### config.mk
export PLATFORM = sky130hd
export DESIGN_NAME = lift_floor_tracker
export DESIGN_NICKNAME = d
export VERILOG_FILES = /design/src/sv/lft_pkg.sv /design/src/sv/lift_floor_tracker.sv /design/src/sv/lft_core.sv
export SDC_FILE = /design/constraint.sdc
export NUM_CORES = 1
export LEC_CHECK = 0
export ABC_AREA = 0
export BUFFER_PORTS_ARGS = -buffer_cell sky130_fd_sc_hd__clkbuf_2
export CAP_MARGIN = 15
export CORE_AREA = 4 4 82 141
export CTS_CLUSTER_DIAMETER = 40
export CTS_CLUSTER_SIZE = 16
export DETAILED_ROUTE_END_ITERATION = 16
export DIE_AREA = 0 0 86 145
export GPL_TIMING_DRIVEN = 0
export PLACE_DENSITY = 0.91
export RECOVER_POWER = 50
export SLEW_MARGIN = 20
export SYNTH_ARGS = -nofsm -noshare
export SYNTH_HDL_FRONTEND = slang
export SYNTH_SLANG_ARGS = --single-unit
### constraint.sdc
create_clock -name clk -period 12.3 [get_ports clk]
set_input_delay 2.46 -clock clk [delete_from_list [all_inputs] [get_ports clk]]
set_output_delay 2.46 -clock clk [all_outputs]
set_load 0.05 [all_outputs]
### src/sv/lft_pkg.sv
package lft_pkg;

  localparam logic [7:0] CODE_BASEMENT = 8'he0;
  localparam logic [3:0] BASE_TICKS    = 4'd10;
  localparam logic [1:0] CLEAR_TICKS   = 2'd2;

  localparam logic [7:0] TOP_FLOOR_RESET    = 8'd32;
  localparam logic [7:0] BOTTOM_DEPTH_RESET = 8'd3;
  localparam logic [7:0] BASE_FLOOR_RESET   = 8'd1;

  localparam logic [1:0] CFG_TOP_FLOOR    = 2'd0;
  localparam logic [1:0] CFG_BOTTOM_DEPTH = 2'd1;
  localparam logic [1:0] CFG_BASE_FLOOR   = 2'd2;

  localparam logic [2:0] STEP_WAIT_LEVEL   = 3'd0;
  localparam logic [2:0] STEP_WAIT_DEPART  = 3'd1;
  localparam logic [2:0] STEP_CLEAR_A      = 3'd2;
  localparam logic [2:0] STEP_CLEAR_B      = 3'd3;
  localparam logic [2:0] STEP_UP_ENTRY     = 3'd4;
  localparam logic [2:0] STEP_UP_LEVEL     = 3'd5;
  localparam logic [2:0] STEP_DOWN_ENTRY   = 3'd6;
  localparam logic [2:0] STEP_DOWN_LEVEL   = 3'd7;

  typedef struct packed {
    logic              base_found;
    logic [3:0]        base_count;
    logic [2:0]        track_step;
    logic [1:0]        leave_count;
    logic signed [8:0] floor_position;
    logic [7:0]        shown_code;
    logic [1:0]        direction_bits;
    logic [1:0]        overtravel_bits;
  } lft_state_t;

  function automatic logic [7:0] code_of(input logic signed [8:0] fp);
    logic [8:0] neg;
    neg = 9'(-fp);
    if (fp >= 0) begin
      code_of = fp[7:0];
    end else begin
      code_of = CODE_BASEMENT + neg[7:0];
    end
  endfunction

endpackage

### src/sv/lift_floor_tracker.sv
// an accepted item waits in the input register until the result register takes it
// throughput: one item per cycle while the result side does not stall
// the floor state is updated in a single pass of lft_core
// reset (rst, synchronous, active high): empties both stages, clears the tracking state
// and loads top_floor 32, bottom_depth 3 and base_floor 1
module lift_floor_tracker (
  input  logic              clk,
  input  logic              rst,
  input  logic              in_valid,
  output logic              in_stall,
  input  logic              upper_sensor,
  input  logic              lower_sensor,
  input  logic              base_pin,
  output logic              out_valid,
  input  logic              out_stall,
  output logic signed [8:0] floor_number,
  output logic [7:0]        display_code,
  output logic              moving_up,
  output logic              moving_down,
  output logic              top_overtravel,
  output logic              bottom_overtravel,
  output logic              base_known,
  output logic              base_lamp,
  input  logic              cfg_valid,
  output logic              cfg_ready,
  input  logic [1:0]        cfg_index,
  input  logic [7:0]        cfg_data
);
  import lft_pkg::*;

  logic [7:0] top_floor;
  logic [7:0] bottom_depth;
  logic [7:0] base_floor;

  logic s_valid;
  logic s_up;
  logic s_dn;
  logic s_base;

  lft_state_t st;
  lft_state_t st_next;
  logic       lamp_next;

  logic out_take;
  logic s_adv;
  logic accept;

  assign cfg_ready = 1'b1;
  assign out_take  = !out_valid || !out_stall;
  assign s_adv     = s_valid && out_take;
  assign in_stall  = s_valid && !out_take;
  assign accept    = in_valid && !in_stall;

  always_ff @(posedge clk) begin
    if (rst) begin
      top_floor    <= TOP_FLOOR_RESET;
      bottom_depth <= BOTTOM_DEPTH_RESET;
      base_floor   <= BASE_FLOOR_RESET;
    end else if (cfg_valid && cfg_ready) begin
      case (cfg_index)
        CFG_TOP_FLOOR:    top_floor    <= cfg_data;
        CFG_BOTTOM_DEPTH: bottom_depth <= cfg_data;
        CFG_BASE_FLOOR:   base_floor   <= cfg_data;
        default: ;
      endcase
    end
  end

  // input register
  always_ff @(posedge clk) begin
    if (rst) begin
      s_valid <= 1'b0;
    end else if (accept) begin
      s_valid <= 1'b1;
    end else if (s_adv) begin
      s_valid <= 1'b0;
    end
  end

  always_ff @(posedge clk) begin
    if (accept) begin
      s_up   <= upper_sensor;
      s_dn   <= lower_sensor;
      s_base <= base_pin;
    end
  end

  lft_core u_core (
    .st           (st),
    .top_floor    (top_floor),
    .bottom_depth (bottom_depth),
    .base_floor   (base_floor),
    .upper_sensor (s_up),
    .lower_sensor (s_dn),
    .base_pin     (s_base),
    .st_next      (st_next),
    .lamp         (lamp_next)
  );

  always_ff @(posedge clk) begin
    if (rst) begin
      st <= '0;
    end else if (s_adv) begin
      st <= st_next;
    end
  end

  // result register
  always_ff @(posedge clk) begin
    if (rst) begin
      out_valid <= 1'b0;
    end else if (out_take) begin
      out_valid <= s_valid;
    end
  end

  always_ff @(posedge clk) begin
    if (s_adv) begin
      floor_number      <= st_next.floor_position;
      display_code      <= st_next.shown_code;
      moving_up         <= st_next.direction_bits[0];
      moving_down       <= st_next.direction_bits[1];
      top_overtravel    <= st_next.overtravel_bits[0];
      bottom_overtravel <= st_next.overtravel_bits[1];
      base_known        <= st_next.base_found;
      base_lamp         <= lamp_next;
    end
  end

  a_track_idle_until_base: assert property (@(posedge clk) disable iff (rst)
    !st.base_found |-> st.track_step == STEP_WAIT_LEVEL)
    else $error("tracking left its idle step before the base was found");

  a_count_clear_after_base: assert property (@(posedge clk) disable iff (rst)
    st.base_found |-> st.base_count == 4'd0)
    else $error("base tick count not cleared once tracking is active");

  a_leave_count_scope: assert property (@(posedge clk) disable iff (rst)
    (st.track_step != STEP_CLEAR_A && st.track_step != STEP_CLEAR_B)
      |-> st.leave_count == 2'd0)
    else $error("all-clear count held outside the debounce steps");

  a_direction_single: assert property (@(posedge clk) disable iff (rst)
    out_valid |-> !(moving_up && moving_down))
    else $error("both direction flags set");

  a_lamp_needs_base: assert property (@(posedge clk) disable iff (rst)
    out_valid && base_lamp |-> base_known)
    else $error("base lamp lit before the base was found");

endmodule

### src/sv/lft_core.sv
module lft_core (
  input  lft_pkg::lft_state_t st,
  input  logic [7:0]          top_floor,
  input  logic [7:0]          bottom_depth,
  input  logic [7:0]          base_floor,
  input  logic                upper_sensor,
  input  logic                lower_sensor,
  input  logic                base_pin,
  output lft_pkg::lft_state_t st_next,
  output logic                lamp
);
  import lft_pkg::*;

  logic level;
  logic all_clear;
  logic up_only;
  logic dn_only;
  logic base_low;

  assign level     = upper_sensor && lower_sensor;
  assign all_clear = !upper_sensor && !lower_sensor;
  assign up_only   = upper_sensor && !lower_sensor;
  assign dn_only   = !upper_sensor && lower_sensor;
  assign base_low  = !base_pin;

  always_comb begin
    lft_state_t        n;
    logic signed [9:0] fp_w;
    logic [8:0]        neg;
    logic [1:0]        lc_w;
    n    = st;
    lamp = 1'b0;
    fp_w = '0;
    neg  = '0;
    lc_w = '0;

    // base step
    if (!st.base_found) begin
      if (base_low) begin
        n.base_count = st.base_count + 4'd1;
        if (n.base_count >= BASE_TICKS) begin
          n.base_found     = 1'b1;
          n.floor_position = 9'(signed'({1'b0, base_floor}));
          n.base_count     = '0;
        end
      end else begin
        n.base_count = '0;
      end
    end else if (base_low) begin
      lamp             = 1'b1;
      n.floor_position = 9'(signed'({1'b0, base_floor}));
      n.shown_code     = code_of(n.floor_position);
    end

    neg = 9'(-n.floor_position);

    // tracking step
    if (n.base_found) begin
      case (n.track_step)
        STEP_WAIT_LEVEL: begin
          if (level) begin
            n.track_step      = STEP_WAIT_DEPART;
            n.overtravel_bits = '0;
          end
        end
        STEP_WAIT_DEPART: begin
          if (dn_only) begin
            n.track_step     = STEP_CLEAR_A;
            n.direction_bits = 2'b01;
            lamp             = 1'b0;
            if (n.floor_position > 0 && n.floor_position[7:0] == top_floor) begin
              n.overtravel_bits[0] = 1'b1;
            end
          end else if (up_only) begin
            n.track_step     = STEP_CLEAR_B;
            n.direction_bits = 2'b10;
            lamp             = 1'b0;
            if (n.floor_position < 0 && neg[7:0] == bottom_depth) begin
              n.overtravel_bits[1] = 1'b1;
            end
          end
        end
        STEP_CLEAR_A, STEP_CLEAR_B: begin
          if (all_clear) begin
            lc_w = n.leave_count + 2'd1;
            n.leave_count = lc_w;
            if (lc_w > CLEAR_TICKS) begin
              n.leave_count = '0;
              n.track_step  = (n.track_step == STEP_CLEAR_A) ? STEP_UP_ENTRY
                                                             : STEP_DOWN_ENTRY;
            end
          end else begin
            n.leave_count = '0;
          end
        end
        STEP_UP_ENTRY: begin
          if (up_only) begin
            n.track_step = STEP_UP_LEVEL;
          end else if (dn_only) begin
            n.track_step = STEP_WAIT_LEVEL;
          end
        end
        STEP_UP_LEVEL: begin
          if (level) begin
            fp_w = 10'(n.floor_position) + 10'sd1;
            if (fp_w > 0 && fp_w > signed'({2'b00, top_floor})) begin
              fp_w = signed'({2'b00, top_floor});
            end
            if (fp_w == 0) begin
              fp_w = 10'sd1;
            end
            n.floor_position     = fp_w[8:0];
            n.shown_code         = code_of(n.floor_position);
            n.track_step         = STEP_WAIT_LEVEL;
            n.overtravel_bits[0] = 1'b0;
          end else if (all_clear) begin
            n.track_step = STEP_WAIT_LEVEL;
          end
        end
        STEP_DOWN_ENTRY: begin
          if (dn_only) begin
            n.track_step = STEP_DOWN_LEVEL;
          end else if (up_only) begin
            n.track_step = STEP_WAIT_LEVEL;
          end
        end
        default: begin
          if (level) begin
            fp_w = 10'(n.floor_position);
            if (n.floor_position > 0) begin
              fp_w = fp_w - 10'sd1;
            end else if (n.floor_position < 0 && neg[7:0] < bottom_depth) begin
              fp_w = fp_w - 10'sd1;
            end
            if (fp_w == 0) begin
              fp_w = -10'sd1;
            end
            n.floor_position     = fp_w[8:0];
            n.shown_code         = code_of(n.floor_position);
            n.track_step         = STEP_WAIT_LEVEL;
            n.overtravel_bits[1] = 1'b0;
          end else if (all_clear) begin
            n.track_step = STEP_WAIT_LEVEL;
          end
        end
      endcase
    end

    st_next = n;
  end

endmodule
# After elaboration in Yosys (flattened, before gate mapping)
# Cells that the tools add are included.
word_totals:
  register_bits: 83
  out_inout_bits: 26
classes:
  n_addsub: 9
  magnitude_cmp: 9
  n_eq_ne: 16
  n_mux: 66
  bitwise: 1
  n_reduce_logical: 34
op_table:
  columns: ["op", "n"]
  rows:
  - ["9-bit 2-to-1 mux", 11]
  - ["10-bit 2-to-1 mux", 9]
  - ["32-bit zero test", 2]
  - ["17-bit 2-to-1 mux", 3]
  - ["17-bit case mux with 2 select lines", 1]
  - ["3-bit 2-to-1 mux", 11]
  - ["8-bit 2-to-1 mux", 3]
  - ["8-bit negation", 3]
  - ["21-bit 2-to-1 mux", 1]
  - ["9-bit by 1-bit greater-or-equal comparator with 1-bit output, second input constant", 2]
  - ["8-bit adder, first input constant", 2]
  - ["8-bit == test", 2]
  - ["1-bit 2-to-1 mux", 15]
  - ["5-bit 2-to-1 mux", 3]
  - ["3-bit case mux with 5 select lines", 1]
  - ["1-bit logical AND", 11]
  - ["9-bit by 2-bit adder with 10-bit output, second input constant", 1]
  - ["10-bit by 1-bit > comparator with 1-bit output, second input constant", 1]
  - ["10-bit by 9-bit > comparator with 1-bit output", 1]
  - ["2-bit 2-to-1 mux", 5]
  - ["9-bit by 2-bit subtractor with 10-bit output, second input constant", 1]
  - ["3-bit == test, second input constant", 3]
  - ["9-bit by 1-bit > comparator with 1-bit output, second input constant", 1]
  - ["9-bit by 1-bit less-than comparator with 1-bit output, second input constant", 1]
  - ["27 further kinds", 41]

# Depth between registers and ports, before layout
depth:
  ltp_word: 24
  depth_mapped: 36
  mapped_depth_nobuf: 31

# By module
# From an unflattened synthesis, not the netlist that was laid out.
hier_totals:
  hier_cells: 755
  area_unflattened_um2: 6496.2
modules_own_cells:
  columns: ["mod", "n_inst", "cells_each", "area_each_um2", "seq_area_each_um2"]
  rows:
  - ["lift_floor_tracker", 1, 267, 3271.9, 1921.8]
  - ["lft_core", 1, 488, 3224.3, 0.0]

# Worst setup path after synthesis
# No wires, ideal clock.
synth_timing:
  path_kind: "reg-to-reg"
  from: "register st[27] (netlist name)"
  to: "register st[10] (netlist name)"
  t_arrival_ns: 6.960
  required_ns: 12.212
  path_slack_ns: 5.252
  stages_incl_launch_ff: 36
  path_buffers: 6
  period_less_slack_ns: 7.048
  path_cell_list: "dfxtp_1 > inv_1 > ha_1 > or3b_4 > o32a_2 > nand2_4 > buf_6 > buf_6 > buf_2 > nor2_1 > a21oi_1 > ha_1 > buf_2 > or3b_1 > or2_2 > or2_2 > mux2i_1 > nor2_1 > ha_1 > nand4_1 > a31oi_1 > o21ai_0 > a22oi_2 > buf_2 > o22ai_2 > o2111ai_2 > buf_2 > inv_1 > nor2_1 > ha_1 > nand2_1 > nand4b_1 > and4b_1 > or3_1 > a21o_1 > a311oi_2"
synth_between:
  elab_chain_cells: 24
  word_cells_on_any_way: 49
synth_rtl:
  columns: ["element", "line_no", "source"]
  rows:
  - ["4-bit by 1-bit adder with 4-bit output *", "lft_core.sv:40", "n.base_count = st.base_count + 4'd1;"]
  - ["4-bit greater-or-equal comparator *", "lft_core.sv:41", "if (n.base_count >= BASE_TICKS) begin"]
  - ["9-bit 2-to-1 mux", "lft_core.sv:41", null]
  - ["9-bit 2-to-1 mux", "lft_core.sv:39", "if (base_low) begin"]
  - ["9-bit 2-to-1 mux", "lft_core.sv:38", "if (!st.base_found) begin"]
  - ["8-bit negation", "lft_core.sv:55", "neg = 9'(-n.floor_position);"]
  - ["8-bit less-than comparator", "lft_core.sv:132", "end else if (n.floor_position < 0 && neg[7:0] < bottom_depth) begin"]
  - ["1-bit logical AND", "lft_core.sv:132", null]
  - ["(+8 left out)", null, null]
  - ["9-bit 2-to-1 mux", "lft_core.sv:59", "case (n.track_step)"]
  - ["9-bit 2-to-1 mux", "lft_core.sv:58", "if (n.base_found) begin"]
  - ["8-bit negation", "lft_pkg.sv:37", "neg = 9'(-fp);"]
  - ["8-bit adder", "lft_pkg.sv:41", "code_of = CODE_BASEMENT + neg[7:0];"]
  - ["8-bit 2-to-1 mux", "lft_pkg.sv:38", "if (fp >= 0) begin"]
  - ["17-bit 2-to-1 mux", "lft_core.sv:128", "if (level) begin"]
  - ["17-bit case mux with 2 select lines", "lft_core.sv:59", null]
  - ["21-bit 2-to-1 mux *", "lft_core.sv:58", null]
# Every way passes the cells marked *; elsewhere a longest branch is shown, timed or not. The select of a mux whose other input is x is not followed.
# A chain may end at the register's enable or synchronous reset.

# Worst setup path in the final report
layout_timing:
  from: "register st[27] (netlist name)"
  to: "register st[10] (netlist name)"
layout_between:
  elab_chain_cells: 24
  word_cells_on_any_way: 49
layout_rtl:
  columns: ["element", "line_no"]
  rows:
  - ["4-bit by 1-bit adder with 4-bit output *", "lft_core.sv:40"]
  - ["4-bit greater-or-equal comparator *", "lft_core.sv:41"]
  - ["9-bit 2-to-1 mux", "lft_core.sv:41"]
  - ["9-bit 2-to-1 mux", "lft_core.sv:39"]
  - ["9-bit 2-to-1 mux", "lft_core.sv:38"]
  - ["8-bit negation", "lft_core.sv:55"]
  - ["8-bit less-than comparator", "lft_core.sv:132"]
  - ["1-bit logical AND", "lft_core.sv:132"]
  - ["(+8 left out)", null]
  - ["9-bit 2-to-1 mux", "lft_core.sv:59"]
  - ["9-bit 2-to-1 mux", "lft_core.sv:58"]
  - ["8-bit negation", "lft_pkg.sv:37"]
  - ["8-bit adder", "lft_pkg.sv:41"]
  - ["8-bit 2-to-1 mux", "lft_pkg.sv:38"]
  - ["17-bit 2-to-1 mux", "lft_core.sv:128"]
  - ["17-bit case mux with 2 select lines", "lft_core.sv:59"]
  - ["21-bit 2-to-1 mux *", "lft_core.sv:58"]
# Marks and branches as above.

==> results_dict.tcl <==
set metrics [dict create \
    die_x_um 86 \
    synthCells 858 \
    die_y_um 145 \
    post-route-util_pct 70.2 \
    diodes 0 \
    setup_viol 0 \
    die_area_um2 12500 \
    grt_pass1_wl_um 37900 \
    postSynth.asyncResetShare_pct 0 \
    syn_to_final_growth_pct 10.1 \
    io_pins 44 \
    violations "capacitance limit, slew limit" \
    reg2reg_from "st[27]" \
    power_density_nw_per_um2 115 \
    power_frac_comb_pct 26.9 \
    vias 7093 \
    drtPass1Iterations 6 \
    setup_ws_ns 3.48 \
    synth_flop_cell "dfxtp_1" \
    path_clk_slew_ns 0.07 \
    cts_hold_buffers 0 \
    hold_viol_final 0 \
    drv_slew 33 \
    clock_skew_ns 0.00782 \
    synth_commonest_cells "nor2_1, nand2_1, a21oi_1, dfxtp_1, clkbuf_1" \
    cts_tree "built" \
    max_slew_margin_pct -13.1 \
    internal-power_w 0.000559 \
    cp.depth 35 \
    drt-vias-per-instance 6.80 \
    hold_path_class "reg -> reg" \
    p_seq_share_pct 35.8 \
    p_sw_w 0.000275 \
    synth-seq-cells 83 \
    synth_area_um2 6610 \
    grt_overflow_total 0 \
    synth.area.top_cells "dfxtp_1, edfxtp_1, nor2_1" \
    max_stage_delay_ns 0.43 \
    postRouteAntennaNets 0 \
    min_period_ns 8.82 \
    drt_wl_total_um 25100 \
    drt_iter0_markers 726 \
    finalPower_w 0.000833 \
    fmax_mhz 113 \
    core_area_um2 10400 \
    antenna_found_initial 0 \
    cts_buffer_depth 2 \
    cts_resized 0 \
    worstSetupEndpointType "flop" \
    htreeDepth 3 \
    regToRegSetupSlack_ns 3.48 \
    arrival_ns 9.09 \
    cts-root-buf "clkbuf_16" \
    grt_pass1_vias 6937 \
    ys_seq_area_share_pct 29.1 \
    ys_warn_count 0 \
    crit_type "reg -> reg" \
    post_cts_buffers 0 \
    clk_latency_ns 0.35 \
    drive_gt1_share_pct 8.52 \
    critPathBufInv 8 \
    synth-edff-count 26 \
    crit_start "st[27]" \
    tightest_slew_ns 1.70 \
    cp-endpoint "st[10]" \
    slowest_stage "a21oi_1" \
    worstReg2RegEnd "st[10]" \
    crit_fanout 10 \
    grt_usage_pct 40.0 \
    path_delay_family "simple AND/OR/NAND/NOR gates" \
    cts_sinks 83 \
    fill_cells 885 \
    rr_worst_depth 35 \
    grt_start_max_net_pins 33 \
    cts_buffers 9 \
    p_clk_share_pct 37.3 \
    dp_hpwl_um 19200 \
    start_kind "flop" \
    postSynthAreaPerCell_um2 7.70 \
    drv_cap 1 \
    ys_types 88 \
    rsz0062_at_grt "false" \
    yosysTopAreaCell "dfxtp_1" \
    synth_top_area_share_pct 17.3 \
    switching_share_pct 33.0 \
    fin_setup_tns_ns 0 \
    p_leak_nw 2.95 \
    placedCellCount 1026 \
    ir_drop_mv 0.0809 \
    wire_per_inst_um 24.1 \
    layout.cells.non_filler 1043 \
    start_util_pct 63.8 \
    syn-num-nets 898 \
    yosysMostFrequentCell "nor2_1" \
    rows 49 \
    io_buffers 41 \
    remaining_drc_errors 0 \
    nets 951 \
    finalWeightedCongestion 1.09 \
    status "complete, but fails checks" \
    preCtsSetupSlack_ns 3.62 \
    worstPathRequired_ns 12.56 \
    fin_crit_sh_pct 71.7 \
]
==> per-layer routing <==
metal | global-route usage (%) | share of wire (%) | vias up
met3 | 7.54 | 8.2 | 165
li1 | - | - | 3218
met4 | 33.8 | 9.9 | 0
met5 | 0 | 0 | -
met2 | 65.5 | 48 | 471
met1 | 43.2 | 34 | 3239
==> placed cells by master (no fill, tap or decap), drive strengths merged, types with 6 or more instances in the layout <==
master  netlist  final
a31oi        15     15
a21oi        60     60
nor3         36     36
o22ai        10     10
and3          7      7
nand3b        7      7
dfxtp        57     57
xnor2        30     30
nand3        31     31
nand4        12     12
a211o         6      6
ha           22     22
o211ai        6      6
inv          33     33
mux2i        37     37
nor2        134    134
mux2          9      9
nor2b         7      7
buf          17     17
o21ai        39     39
edfxtp       26     26
clkbuf       49    103
a211oi       13     13
or3          11     11
xor2         11     11
nand2        67     67
==> power groups by stage <==
stage	clock network (W)	logic, W	registers [W]
after global routing	0.000319	0.000239	0.000299
after detailed placement	0	0.000216	0.000304
final	0.000311	0.000224	0.000298
after global placement	0	0.000213	0.000303
after floorplan	0	0.000144	0.000315
after CTS	0.000308	0.000217	0.000298
==> how the worst min path moves through the flow <==
stage                     start  endpoint  slack [ns]  cells past startpoint
after global routing      st[2]     st[2]        0.52                      2
final                     st[2]     st[2]        0.48                      2
after CTS                 st[2]     st[2]        0.48                      2
after floorplan           st[0]     st[0]        0.44                      2
after detailed placement  st[2]     st[2]        0.47                      2
after global placement    st[0]     st[0]        0.44                      2
==> worst register-to-register path, delay by kind of cell, from the launching register on <==
kind	cells	cell delay, ns
compound gates	9	2.46
flops	1	0.38
fa+ha+maj	4	1.13
simple gates	13	2.95
buf+inv	8	1.67
mux	1	0.16
==> logic make-up after synthesis <==
logic type                 synth area share (%)
xor gates and xnor gates                   5.43
other                                    0.0567
buffers and inverters                      6.32
muxes                                      7.25
adders and majority gates                  4.16
DFF                                        29.1
AOI/OAI and AO/OA                          22.0
and+or+nand+nor                            25.7
==> registers in the layout, summed over array words and instances, names as in the netlist <==
name               count
st                    31
floor_number           9
base_floor             8
bottom_depth           8
display_code           8
top_floor              8
base_known             1
base_lamp              1
bottom_overtravel      1
moving_down            1
moving_up              1
out_valid              1
s_base                 1
s_dn                   1
s_up                   1
s_valid                1
top_overtravel         1
==> final cells by class <==
class	count	area, µm²	share of cell area, %
Timing Repair Buffer	42	176	2.42
Sequential cell	83	1920	26.4
Buffer	66	287	3.94
Clock buffer	12	258	3.54
Multi-Input combinational cell	674	4270	58.7
Inverter	35	131	1.81
Tap cell	127	159	2.18
Clock inverter	4	73.8	1.01
==> metrics by stage <==
| step | cell area [µm²] | hold WS [ns] |
|---|---|---|
| floorplan | 6610 | 0.437 |
| global placement | 6970 | 0.443 |
| detailed placement | 6980 | 0.470 |
| CTS | 7310 | 0.480 |
| global route | 7280 | 0.518 |
| finish | 7280 | 0.479 |
Power figures use the tool's default switching activity.
